`config.mk`:
```
export PLATFORM = sky130hd
export DESIGN_NAME = io_request_merge_queue_flat
export DESIGN_NICKNAME = d
export VERILOG_FILES = /design/src/hdl/iormq_pkg.sv /design/src/hdl/iormq_if.sv /design/src/hdl/io_request_merge_queue.sv /design/src/hdl/iormq_table.sv /design/src/hdl/iormq_merge.sv /design/src/flat_wrapper.sv
export SDC_FILE = /design/constraint.sdc
export NUM_CORES = 2
export LEC_CHECK = 0
export BUFFER_PORTS_ARGS = -buffer_cell sky130_fd_sc_hd__buf_2
export CAP_MARGIN = 20
export CORE_MARGIN = 10
export CORE_UTILIZATION = 35
export DETAILED_ROUTE_END_ITERATION = 10
export PLACE_DENSITY = 0.5
export SLEW_MARGIN = 10
export SYNTH_ARGS = -nofsm -noshare
export SYNTH_HDL_FRONTEND = slang
export SYNTH_SLANG_ARGS = --single-unit
```
`constraint.sdc`:
```
create_clock -name clock -period 5.5 [get_ports clock]
set_input_delay 1.1 -clock clock [delete_from_list [all_inputs] [get_ports clock]]
set_output_delay 1.1 -clock clock [all_outputs]
set_load 0.05 [all_outputs]
```
`src/hdl/iormq_pkg.sv`:
```
// Shared types and codes of the I/O request merge queue.
`timescale 1ns / 1ps
package iormq_pkg;

   localparam int START_W  = 32;
   localparam int COUNT_W  = 7;
   localparam int OP_W     = 2;
   localparam int STATUS_W = 3;

   localparam logic KIND_INSERT = 1'b0;
   localparam logic KIND_DRAIN  = 1'b1;

   localparam logic [OP_W-1:0] OP_READ  = 2'd0;
   localparam logic [OP_W-1:0] OP_WRITE = 2'd1;

   localparam logic [STATUS_W-1:0] STATUS_APPENDED = 3'd0;
   localparam logic [STATUS_W-1:0] STATUS_MERGED   = 3'd1;
   localparam logic [STATUS_W-1:0] STATUS_FULL     = 3'd2;
   localparam logic [STATUS_W-1:0] STATUS_DRAINED  = 3'd3;
   localparam logic [STATUS_W-1:0] STATUS_EMPTY    = 3'd4;

   typedef enum logic [3:0] {
      ST_IDLE,
      ST_SCAN_RD,
      ST_SCAN_EV,
      ST_SHIFT_RD,
      ST_SHIFT_WR,
      ST_APPEND,
      ST_REPLY,
      ST_DR_RD,
      ST_DR_EV,
      ST_DR_EMIT
   } state_type;

endpackage

```
`src/hdl/iormq_if.sv`:
```
// Handshake channels for request items and result items.
`timescale 1ns / 1ps
interface iormq_req_if;
   import iormq_pkg::*;
   logic                 valid;
   logic                 ready;
   logic                 kind;
   logic [START_W-1:0]   start_block;
   logic [COUNT_W-1:0]   block_count;
   logic [OP_W-1:0]      operation;

   modport source (output valid, kind, start_block, block_count, operation, input ready);
   modport sink   (input valid, kind, start_block, block_count, operation, output ready);
endinterface

interface iormq_rsp_if;
   import iormq_pkg::*;
   logic                 valid;
   logic                 ready;
   logic [STATUS_W-1:0]  status;
   logic [START_W-1:0]   out_start;
   logic [COUNT_W-1:0]   out_count;
   logic [OP_W-1:0]      out_operation;
   logic                 last;

   modport source (output valid, status, out_start, out_count, out_operation, last,
                   input ready);
   modport sink   (input valid, status, out_start, out_count, out_operation, last,
                   output ready);
endinterface

```
`src/hdl/io_request_merge_queue.sv`:
```
// I/O request merge queue: top level with the sequencer around the entry store.
//
// Request channel req_ch takes insert items (kind 0) and drain items (kind 1).
// One item is worked on at a time; req_ch.ready is high only while idle.
// An insert scans the table in order, reading and then evaluating each
// entry. Each merge removes the matched entry by shifting the tail down
// (each moved entry is read, then written one place lower) and the scan
// restarts from entry 0 with the union extent. The item ends with an
// append and one result: appended, merged or table full.
// A drain gives one result per stored entry in start block order (ties in
// table order), last set on the final one, then empties the table. Each
// result takes a pass over the table. An empty table gives one result,
// status table empty.
// Results sit in an output register; work carries on while one waits, and
// the sequencer holds when the next result finds the register still full.
// Reset empties the table at once; stored data is not cleared.
`timescale 1ns / 1ps
module io_request_merge_queue #(
   parameter int TABLE_DEPTH = 32,
   parameter int MERGE_LIMIT = 64
) (
   input  logic         clock,
   input  logic         reset,
   iormq_req_if.sink    req_ch,
   iormq_rsp_if.source  rsp_ch
);
   import iormq_pkg::*;

   localparam int LW = $clog2(MERGE_LIMIT + 1);
   localparam int CW = (LW > COUNT_W) ? LW : COUNT_W;
   localparam int IW = $clog2(TABLE_DEPTH);
   localparam int FW = $clog2(TABLE_DEPTH + 1);
   localparam int EW = START_W + CW + OP_W;

   state_type state_ff, state_in;
   logic [FW-1:0] fill_ff, fill_in;
   logic [FW-1:0] idx_ff, idx_in;
   logic [FW-1:0] pos_ff, pos_in;
   logic [FW-1:0] nemit_ff, nemit_in;
   logic [31:0] ns_ff, ns_in;
   logic [CW-1:0] nc_ff, nc_in;
   logic [1:0] nop_ff, nop_in;
   logic merged_ff, merged_in;
   logic [STATUS_W-1:0] pend_ff, pend_in;
   logic [31:0] best_s_ff, best_s_in, prev_s_ff, prev_s_in;
   logic [CW-1:0] best_c_ff, best_c_in;
   logic [1:0] best_o_ff, best_o_in;
   logic [FW-1:0] best_i_ff, best_i_in, prev_i_ff, prev_i_in;
   logic best_v_ff, best_v_in, prev_v_ff, prev_v_in;

   logic rsp_valid_ff, rsp_valid_in;
   logic [STATUS_W-1:0] rsp_status_ff, rsp_status_in;
   logic [31:0] rsp_start_ff, rsp_start_in;
   logic [COUNT_W-1:0] rsp_count_ff, rsp_count_in;
   logic [OP_W-1:0] rsp_op_ff, rsp_op_in;
   logic rsp_last_ff, rsp_last_in;

   logic mem_we;
   logic [IW-1:0] mem_waddr, mem_raddr;
   logic [EW-1:0] mem_wdata, mem_rdata;
   logic [31:0] rd_s;
   logic [CW-1:0] rd_c;
   logic [1:0] rd_o;
   logic m_hit;
   logic [31:0] m_lo;
   logic [CW-1:0] m_cnt;
   logic [FW:0] idx_nx, pos_nx2, fill_w, nemit_nx;
   logic slot_free, req_fire, last_emit, cand;

   assign {rd_s, rd_c, rd_o} = mem_rdata;
   assign idx_nx   = {1'b0, idx_ff} + (FW+1)'(1);
   assign pos_nx2  = {1'b0, pos_ff} + (FW+1)'(2);
   assign fill_w   = {1'b0, fill_ff};
   assign nemit_nx = {1'b0, nemit_ff} + (FW+1)'(1);
   assign slot_free = !rsp_valid_ff || rsp_ch.ready;
   assign req_fire  = req_ch.valid && req_ch.ready;
   assign last_emit = (nemit_nx == fill_w);
   // strictly after the previous output in (start, index) order, and ahead of the best so far
   assign cand = (!prev_v_ff || rd_s > prev_s_ff || (rd_s == prev_s_ff && idx_ff > prev_i_ff))
              && (!best_v_ff || rd_s < best_s_ff);

   iormq_table #(.DEPTH(TABLE_DEPTH), .WIDTH(EW)) u_table (
      .clock (clock),
      .we    (mem_we),
      .waddr (mem_waddr),
      .wdata (mem_wdata),
      .raddr (mem_raddr),
      .rdata (mem_rdata)
   );

   iormq_merge #(.CW(CW), .MERGE_LIMIT(MERGE_LIMIT)) u_merge (
      .ns  (ns_ff),
      .nc  (nc_ff),
      .nop (nop_ff),
      .es  (rd_s),
      .ec  (rd_c),
      .eop (rd_o),
      .hit (m_hit),
      .lo  (m_lo),
      .cnt (m_cnt)
   );

   // next state
   always_comb begin
      state_in = state_ff;
      unique case (state_ff)
         ST_IDLE: begin
            if (req_fire) begin
               if (fill_ff == '0) begin
                  state_in = (req_ch.kind == KIND_DRAIN) ? ST_REPLY : ST_APPEND;
               end else begin
                  state_in = (req_ch.kind == KIND_DRAIN) ? ST_DR_RD : ST_SCAN_RD;
               end
            end
         end
         ST_SCAN_RD: state_in = ST_SCAN_EV;
         ST_SCAN_EV: begin
            if (m_hit) begin
               if (idx_nx < fill_w) begin
                  state_in = ST_SHIFT_RD;
               end else begin
                  state_in = (fill_ff == FW'(1)) ? ST_APPEND : ST_SCAN_RD;
               end
            end else begin
               state_in = (idx_nx < fill_w) ? ST_SCAN_RD : ST_APPEND;
            end
         end
         ST_SHIFT_RD: state_in = ST_SHIFT_WR;
         ST_SHIFT_WR: state_in = (pos_nx2 < fill_w) ? ST_SHIFT_RD : ST_SCAN_RD;
         ST_APPEND: state_in = ST_REPLY;
         ST_REPLY: begin
            if (slot_free) begin
               state_in = ST_IDLE;
            end
         end
         ST_DR_RD: state_in = ST_DR_EV;
         ST_DR_EV: state_in = (idx_nx < fill_w) ? ST_DR_RD : ST_DR_EMIT;
         ST_DR_EMIT: begin
            if (slot_free) begin
               state_in = last_emit ? ST_IDLE : ST_DR_RD;
            end
         end
         default: state_in = ST_IDLE;
      endcase
   end

   // outputs: memory control and handshakes
   always_comb begin
      req_ch.ready = 1'b0;
      mem_we       = 1'b0;
      mem_waddr    = pos_ff[IW-1:0];
      mem_wdata    = mem_rdata;
      mem_raddr    = idx_ff[IW-1:0];
      unique case (state_ff)
         ST_IDLE:     req_ch.ready = 1'b1;
         ST_SHIFT_RD: mem_raddr = IW'(pos_ff + FW'(1));
         ST_SHIFT_WR: mem_we = 1'b1;
         ST_APPEND: begin
            mem_we    = (fill_w < (FW+1)'(TABLE_DEPTH));
            mem_waddr = fill_ff[IW-1:0];
            mem_wdata = {ns_ff, nc_ff, nop_ff};
         end
         default: begin
         end
      endcase
   end

   // working registers
   always_comb begin
      fill_in   = fill_ff;
      idx_in    = idx_ff;
      pos_in    = pos_ff;
      nemit_in  = nemit_ff;
      ns_in     = ns_ff;
      nc_in     = nc_ff;
      nop_in    = nop_ff;
      merged_in = merged_ff;
      pend_in   = pend_ff;
      best_s_in = best_s_ff;
      best_c_in = best_c_ff;
      best_o_in = best_o_ff;
      best_i_in = best_i_ff;
      best_v_in = best_v_ff;
      prev_s_in = prev_s_ff;
      prev_i_in = prev_i_ff;
      prev_v_in = prev_v_ff;
      rsp_valid_in  = rsp_valid_ff && !rsp_ch.ready;
      rsp_status_in = rsp_status_ff;
      rsp_start_in  = rsp_start_ff;
      rsp_count_in  = rsp_count_ff;
      rsp_op_in     = rsp_op_ff;
      rsp_last_in   = rsp_last_ff;
      unique case (state_ff)
         ST_IDLE: begin
            if (req_fire) begin
               ns_in     = req_ch.start_block;
               nc_in     = CW'(req_ch.block_count);
               nop_in    = req_ch.operation;
               merged_in = 1'b0;
               idx_in    = '0;
               nemit_in  = '0;
               best_v_in = 1'b0;
               prev_v_in = 1'b0;
               pend_in   = STATUS_EMPTY;
            end
         end
         ST_SCAN_EV: begin
            if (m_hit) begin
               ns_in     = m_lo;
               nc_in     = m_cnt;
               merged_in = 1'b1;
               pos_in    = idx_ff;
               if (!(idx_nx < fill_w)) begin
                  fill_in = fill_ff - FW'(1);
                  idx_in  = '0;
               end
            end else begin
               idx_in = FW'(idx_nx);
            end
         end
         ST_SHIFT_WR: begin
            pos_in = pos_ff + FW'(1);
            if (!(pos_nx2 < fill_w)) begin
               fill_in = fill_ff - FW'(1);
               idx_in  = '0;
            end
         end
         ST_APPEND: begin
            if (fill_w < (FW+1)'(TABLE_DEPTH)) begin
               fill_in = fill_ff + FW'(1);
               pend_in = merged_ff ? STATUS_MERGED : STATUS_APPENDED;
            end else begin
               pend_in = STATUS_FULL;
            end
         end
         ST_REPLY: begin
            if (slot_free) begin
               rsp_valid_in  = 1'b1;
               rsp_status_in = pend_ff;
               rsp_start_in  = '0;
               rsp_count_in  = '0;
               rsp_op_in     = '0;
               rsp_last_in   = 1'b1;
            end
         end
         ST_DR_EV: begin
            if (cand) begin
               best_s_in = rd_s;
               best_c_in = rd_c;
               best_o_in = rd_o;
               best_i_in = idx_ff;
               best_v_in = 1'b1;
            end
            idx_in = FW'(idx_nx);
         end
         ST_DR_EMIT: begin
            if (slot_free) begin
               rsp_valid_in  = 1'b1;
               rsp_status_in = STATUS_DRAINED;
               rsp_start_in  = best_s_ff;
               rsp_count_in  = best_c_ff[COUNT_W-1:0];
               rsp_op_in     = best_o_ff;
               rsp_last_in   = last_emit;
               prev_s_in     = best_s_ff;
               prev_i_in     = best_i_ff;
               prev_v_in     = 1'b1;
               best_v_in     = 1'b0;
               idx_in        = '0;
               nemit_in      = FW'(nemit_nx);
               if (last_emit) begin
                  fill_in = '0;
               end
            end
         end
         default: begin
         end
      endcase
   end

   always_ff @(posedge clock) begin
      if (reset) begin
         state_ff     <= ST_IDLE;
         fill_ff      <= '0;
         rsp_valid_ff <= 1'b0;
      end else begin
         state_ff     <= state_in;
         fill_ff      <= fill_in;
         rsp_valid_ff <= rsp_valid_in;
      end
   end

   always_ff @(posedge clock) begin
      idx_ff        <= idx_in;
      pos_ff        <= pos_in;
      nemit_ff      <= nemit_in;
      ns_ff         <= ns_in;
      nc_ff         <= nc_in;
      nop_ff        <= nop_in;
      merged_ff     <= merged_in;
      pend_ff       <= pend_in;
      best_s_ff     <= best_s_in;
      best_c_ff     <= best_c_in;
      best_o_ff     <= best_o_in;
      best_i_ff     <= best_i_in;
      best_v_ff     <= best_v_in;
      prev_s_ff     <= prev_s_in;
      prev_i_ff     <= prev_i_in;
      prev_v_ff     <= prev_v_in;
      rsp_status_ff <= rsp_status_in;
      rsp_start_ff  <= rsp_start_in;
      rsp_count_ff  <= rsp_count_in;
      rsp_op_ff     <= rsp_op_in;
      rsp_last_ff   <= rsp_last_in;
   end

   assign rsp_ch.valid         = rsp_valid_ff;
   assign rsp_ch.status        = rsp_status_ff;
   assign rsp_ch.out_start     = rsp_start_ff;
   assign rsp_ch.out_count     = rsp_count_ff;
   assign rsp_ch.out_operation = rsp_op_ff;
   assign rsp_ch.last          = rsp_last_ff;

   a_fill_bound: assert property (@(posedge clock) disable iff (reset)
      fill_w <= (FW+1)'(TABLE_DEPTH))
      else $error("fill level beyond table depth");

   a_no_overwrite: assert property (@(posedge clock) disable iff (reset)
      rsp_valid_ff && !rsp_ch.ready |=> rsp_valid_ff && $stable(rsp_status_ff))
      else $error("pending item overwritten");

   a_append_grows: assert property (@(posedge clock) disable iff (reset)
      state_ff == ST_APPEND && mem_we |=> fill_ff == $past(fill_ff) + FW'(1))
      else $error("append did not grow the table");

   a_drain_clears: assert property (@(posedge clock) disable iff (reset)
      state_ff == ST_DR_EMIT && slot_free && last_emit |=> fill_ff == '0)
      else $error("drain left entries");

   a_shift_in_range: assert property (@(posedge clock) disable iff (reset)
      state_ff == ST_SHIFT_RD |-> ({1'b0, pos_ff} + (FW+1)'(1)) < fill_w)
      else $error("shift beyond fill level");

endmodule

```
`src/hdl/iormq_table.sv`:
```
// Entry store: one write port, one read port, registered read data.
`timescale 1ns / 1ps
module iormq_table #(
   parameter int DEPTH = 32,
   parameter int WIDTH = 41
) (
   input  logic                     clock,
   input  logic                     we,
   input  logic [$clog2(DEPTH)-1:0] waddr,
   input  logic [WIDTH-1:0]         wdata,
   input  logic [$clog2(DEPTH)-1:0] raddr,
   output logic [WIDTH-1:0]         rdata
);

   logic [WIDTH-1:0] mem [DEPTH];

   always_ff @(posedge clock) begin
      if (we) begin
         mem[waddr] <= wdata;
      end
      rdata <= mem[raddr];
   end

endmodule

```
`src/hdl/iormq_merge.sv`:
```
// Merge test of a request against one stored entry, and the union extent.
`timescale 1ns / 1ps
module iormq_merge #(
   parameter int CW          = 7,
   parameter int MERGE_LIMIT = 64
) (
   input  logic [31:0]   ns,
   input  logic [CW-1:0] nc,
   input  logic [1:0]    nop,
   input  logic [31:0]   es,
   input  logic [CW-1:0] ec,
   input  logic [1:0]    eop,
   output logic          hit,
   output logic [31:0]   lo,
   output logic [CW-1:0] cnt
);
   import iormq_pkg::*;

   logic [32:0] ne, ee, hi;
   logic [CW:0] csum;
   logic        adj;

   always_comb begin
      // ends are kept one bit wider so extents past the top block compare right
      ne   = {1'b0, ns} + 33'(nc);
      ee   = {1'b0, es} + 33'(ec);
      csum = {1'b0, ec} + {1'b0, nc};
      if (nop == OP_READ) begin
         adj = ({1'b0, es} > {1'b0, ns} && {1'b0, es} <= ne)
            || ({1'b0, ns} > {1'b0, es} && {1'b0, ns} <= ee);
      end else begin
         adj = ({1'b0, es} == ne) || ({1'b0, ns} == ee);
      end
      hit = (nop == OP_READ || nop == OP_WRITE) && (eop == nop)
         && (32'(csum) <= 32'(MERGE_LIMIT)) && adj;
      lo  = (es < ns) ? es : ns;
      hi  = (ee > ne) ? ee : ne;
      cnt = CW'(hi - {1'b0, lo});
   end

endmodule

```
`src/flat_wrapper.sv`:
```
// flat-port wrapper written by rule: the top's interface ports become plain ports
module io_request_merge_queue_flat import iormq_pkg::*;
#(
   parameter int TABLE_DEPTH = 32,
   parameter int MERGE_LIMIT = 64
)
  (clock, reset, req_ch_valid, req_ch_kind, req_ch_start_block, req_ch_block_count, req_ch_operation, req_ch_ready, rsp_ch_valid, rsp_ch_status, rsp_ch_out_start, rsp_ch_out_count, rsp_ch_out_operation, rsp_ch_last, rsp_ch_ready);
  iormq_req_if req_ch_i ();
  iormq_rsp_if rsp_ch_i ();
  input  logic clock;
  input  logic reset;
  input wire logic [$bits(req_ch_i.valid)-1:0] req_ch_valid;
  input wire logic [$bits(req_ch_i.kind)-1:0] req_ch_kind;
  input wire logic [$bits(req_ch_i.start_block)-1:0] req_ch_start_block;
  input wire logic [$bits(req_ch_i.block_count)-1:0] req_ch_block_count;
  input wire logic [$bits(req_ch_i.operation)-1:0] req_ch_operation;
  output wire logic [$bits(req_ch_i.ready)-1:0] req_ch_ready;
  output wire logic [$bits(rsp_ch_i.valid)-1:0] rsp_ch_valid;
  output wire logic [$bits(rsp_ch_i.status)-1:0] rsp_ch_status;
  output wire logic [$bits(rsp_ch_i.out_start)-1:0] rsp_ch_out_start;
  output wire logic [$bits(rsp_ch_i.out_count)-1:0] rsp_ch_out_count;
  output wire logic [$bits(rsp_ch_i.out_operation)-1:0] rsp_ch_out_operation;
  output wire logic [$bits(rsp_ch_i.last)-1:0] rsp_ch_last;
  input wire logic [$bits(rsp_ch_i.ready)-1:0] rsp_ch_ready;
  assign req_ch_i.valid = req_ch_valid;
  assign req_ch_i.kind = req_ch_kind;
  assign req_ch_i.start_block = req_ch_start_block;
  assign req_ch_i.block_count = req_ch_block_count;
  assign req_ch_i.operation = req_ch_operation;
  assign req_ch_ready = req_ch_i.ready;
  assign rsp_ch_valid = rsp_ch_i.valid;
  assign rsp_ch_status = rsp_ch_i.status;
  assign rsp_ch_out_start = rsp_ch_i.out_start;
  assign rsp_ch_out_count = rsp_ch_i.out_count;
  assign rsp_ch_out_operation = rsp_ch_i.out_operation;
  assign rsp_ch_last = rsp_ch_i.last;
  assign rsp_ch_i.ready = rsp_ch_ready;
  io_request_merge_queue #(.TABLE_DEPTH(TABLE_DEPTH), .MERGE_LIMIT(MERGE_LIMIT)) u_core (.clock(clock), .reset(reset), .req_ch(req_ch_i), .rsp_ch(rsp_ch_i));
endmodule
```
==> results.ini <==
[outcome]
outcome=finished with violations
violations=negative setup slack

[placed_design]
dpl-instance-area_mm2=0.0748
dp_hpwl_um=119000
place_ws_ns=-0.720
gp_congestion=0.844
numPortBuffers=92

[clock_tree]
numClockSinks=1559
clock_latency_ns=0.85
cts-root-buf=clkbuf_16
cts_made_buffers=165
tritoncts=done
cts.reportedPaths.clkPinSlew_ns=0.06
ctsHtreeMaxLevel=4
cts_hold_buf=0
cts_buffer_depth=3

[drt]
ant_nets=0
via_count=45900
drtPass1Iterations=5
vias_per_cell=5.31
wl_per_cell_um=24.3
drc_errors=0
first_iter_violations=4430
wl_um=210000

[power]
pwr-share-clk=0.224
seq_power_share=0.326
peakVddDrop_mv=0.488
total_power_mw=49.9
comb_power_share=0.450
power_switching_mw=20.0
p_per_area_mw_per_mm2=619
power_switching_share=0.401
leakage_nw=29.5
intPower_mw=29.9

[final_layout]
drive_above_1_share=0.135
utilization=0.414
layout.nets=6180
nFillCells=18300
n_antenna_cell=0
area_growth_pct=17.4
fin_area_mm2=0.0806

[worst_hold_path]
min_path_type=reg2reg

[worst_setup_path]
cp_slowest_cell=edfxtp_1
crit_path_max_fanout=5
worstSetupPathType=reg2reg
cp.arrival_ns=6.31
rr_worst_depth=30
crit_end=u_core.nc_ff[6]
startpoint=u_core.nc_ff[0]
crit_path_end_kind=flop
r2r-end=u_core.nc_ff[6]
critPathLaunchType=flop
rrSetupSlack_ns=-0.25
reg2reg_from=u_core.nc_ff[0]
max_stage_delay_ns=0.40
required_ns=6.06

[timing]
min_period_over_period=1.05
setup_viol=2
worst_slack_ns=-0.250
fin_crit_ns=5.75
rsz0062_at_grt=yes
hold_viol=0
max_freq_mhz=174
max_slew.worst_pin.slew_ns=1.09
timing.hold.ws_ns=0.416
max_slew_margin=0.271
skew_ns=0.0511
drv_slew=0

[die]
start_util=0.352
die_h_um=463
ios=93
fp.coreArea_mm2=0.195
dieArea_mm2=0.214
die_w_um=463
row_count=162

[synthesis]
syn_avg_cell_area_um2=12.2
syn_nets=5905
netlist_instances=5613
ys_ff_latch=1559
synth.distinct_cells=83
ys_seq_area_frac=0.674
synthArstFlopShare=0
ys.flop_type=edfxtp_1
yosys_warnings=0
synth_edf_count=1507
syn_area_mm2=0.0687

[global_route]
grt_pass1_vias=45200
grt_use_total=0.190
grt_max_degree=149
grt_overflow_total=0
antenna_found_initial=5
grt_pass1_wl_um=309000

[job]
drv_cap=0

==> power by group through the flow <==
stage | combinational (mW) | clock (mW) | sequential [mW]
after global placement | 21.7 | 0 | 16.5
after floorplan | 13.0 | 0 | 16.8
after detailed placement | 21.9 | 0 | 16.5
after CTS | 22.2 | 11.4 | 16.3
final | 22.4 | 11.2 | 16.3
after global routing | 24.7 | 11.9 | 16.3
==> through the flow <==
stage / TNS [ns] / cells
after floorplan: 0 / 5613
after global placement: -1.78 / 8320
after detailed placement: -2.02 / 8326
after CTS: -0.740 / 8641
after global routing: -1.48 / 8651
final: -0.308 / 8651
==> placed cells by master, fill, tap and decap left out, types with 10 or more instances in the layout <==
master / n
and3_1: 269
clkbuf_16: 165
o21a_1: 24
nand2b_1: 17
nor2_4: 35
and4_1: 10
a31oi_1: 170
ha_1: 240
inv_1: 153
a21oi_1: 119
buf_2: 92
nor2_1: 92
nand4_1: 47
nand2_1: 1533
a311oi_1: 165
a21o_1: 88
dfxtp_1: 51
nor4_1: 10
clkinv_2: 25
buf_12: 60
nand3_1: 209
o211ai_1: 10
edfxtp_1: 1507
clkinv_1: 30
xnor2_1: 56
nor2b_1: 21
bufinv_16: 14
buf_4: 270
a211oi_1: 131
xor2_1: 31
clkbuf_1: 45
nor3_1: 14
o21ai_0: 90
o21ai_2: 32
==> critical path: cells and delay by family (launching register included) <==
| family | cells | cell delay (ns) |
|---|---|---|
| muxes | 1 | 0.21 |
| DFF | 1 | 0.40 |
| and+or+nand+nor | 9 | 1.25 |
| xor gates and xnor gates | 3 | 0.43 |
| adders and majority gates | 5 | 1.32 |
| AOI/OAI and AO/OA | 10 | 1.49 |
| buffers and inverters | 2 | 0.33 |
==> cells in the mapped netlist (4+ instances only) <==
library cell     n  area [µm²]
and4_1          10        87.6
dfxtp_1         52        1040
a31oi_1        170        1060
a21oi_1        125         626
xor2_1          31         272
o31ai_1          5        37.5
nor2_1         129         484
inv_1          154         578
a21o_1          89         668
o21ai_1          5        25.0
ha_1           242        3030
fa_1             4        80.1
nor3_1          18        90.1
xnor2_1         62         543
buf_1           16        60.1
nor2b_1         21         131
buf_2           99         495
mux2i_1         11         110
clkbuf_1       209         785
a211oi_1       135        1010
and3_1         270        1690
o21bai_1         6        45.0
nand3b_1         7        52.6
a311oi_1       165        1450
a2111oi_0        4        35.0
nor4_1          13        81.3
a21boi_0         5        37.5
edfxtp_1      1507       45300
nand3_1        211        1060
nand2_1       1534        5760
o21a_1          24         180
o21ai_0        129         646
buf_4            4        30.0
o211ai_1        10        75.1
nand4_1         47         294
nand2b_1        17         106
==> cells by family after synthesis <==
kind of cell    Yosys count  synth area share
simple gates           2304             0.147
flops                  1559             0.674
compound gates          911            0.0911
buf+inv                 485            0.0285
fa+ha+maj               246            0.0453
xor+xnor                 94            0.0121
mux                      14           0.00210
==> area by class of cell <==
type | count | area [µm²] | share of cell area
well taps | 2624 | 3280 | 0.0407
multi-input cells | 3569 | 21100 | 0.262
clock inverters | 87 | 1000 | 0.0124
flip-flops and latches | 1559 | 46300 | 0.574
inverters | 157 | 592 | 0.00734
clock buffers | 219 | 4420 | 0.0548
repair buffers | 436 | 3910 | 0.0485
==> layer usage <==
metal / global-route usage / vias up / share of wire
li1: - / 21300 / -
met1: 0.268 / 23100 / 0.46
met2: 0.308 / 1324 / 0.47
met3: 0.0270 / 263 / 0.053
met4: 0.0475 / 0 / 0.022
met5: 0 / - / 0
==> flip-flops by register name (all words and copies together), names as in the netlist, 4 cells and up <==
register / count
u_core.nc_ff: 7
u_core.prev_s_ff: 32
u_core.best_s_ff: 32
u_core.pos_ff: 6
u_core.rsp_ch.out_count: 7
u_core.idx_ff: 6
u_core.fill_ff: 6
u_core.u_table.rdata: 41
u_core.prev_i_ff: 6
u_core.best_c_ff: 7
u_core.u_table.mem: 1312
u_core.rsp_ch.out_start: 32
u_core.state_ff: 4
u_core.ns_ff: 32
u_core.nemit_ff: 6
u_core.best_i_ff: 6
==> worst min path at each step <==
| stage | endpoint | cells after the start | slack, ns | start |
|---|---|---|---|---|
| floorplan | u_core.prev_i_ff[0] | 0 | 0.40 | u_core.best_i_ff[0] |
| global placement | u_core.prev_i_ff[2] | 0 | 0.40 | u_core.best_i_ff[2] |
| detailed placement | u_core.prev_i_ff[3] | 0 | 0.40 | u_core.best_i_ff[3] |
| CTS | u_core.prev_i_ff[3] | 0 | 0.42 | u_core.best_i_ff[3] |
| global route | u_core.prev_i_ff[3] | 0 | 0.42 | u_core.best_i_ff[3] |
| finish | u_core.prev_i_ff[3] | 0 | 0.42 | u_core.best_i_ff[3] |
==> what timing repair did <==
item	4_1_cts	5_1_grt
pin swaps	36	21
cloned	0	0
gates resized for setup	29	21
buffers inserted	9	6
endpoints found under the setup margin	5	27
Power figures use the tool's default switching activity.
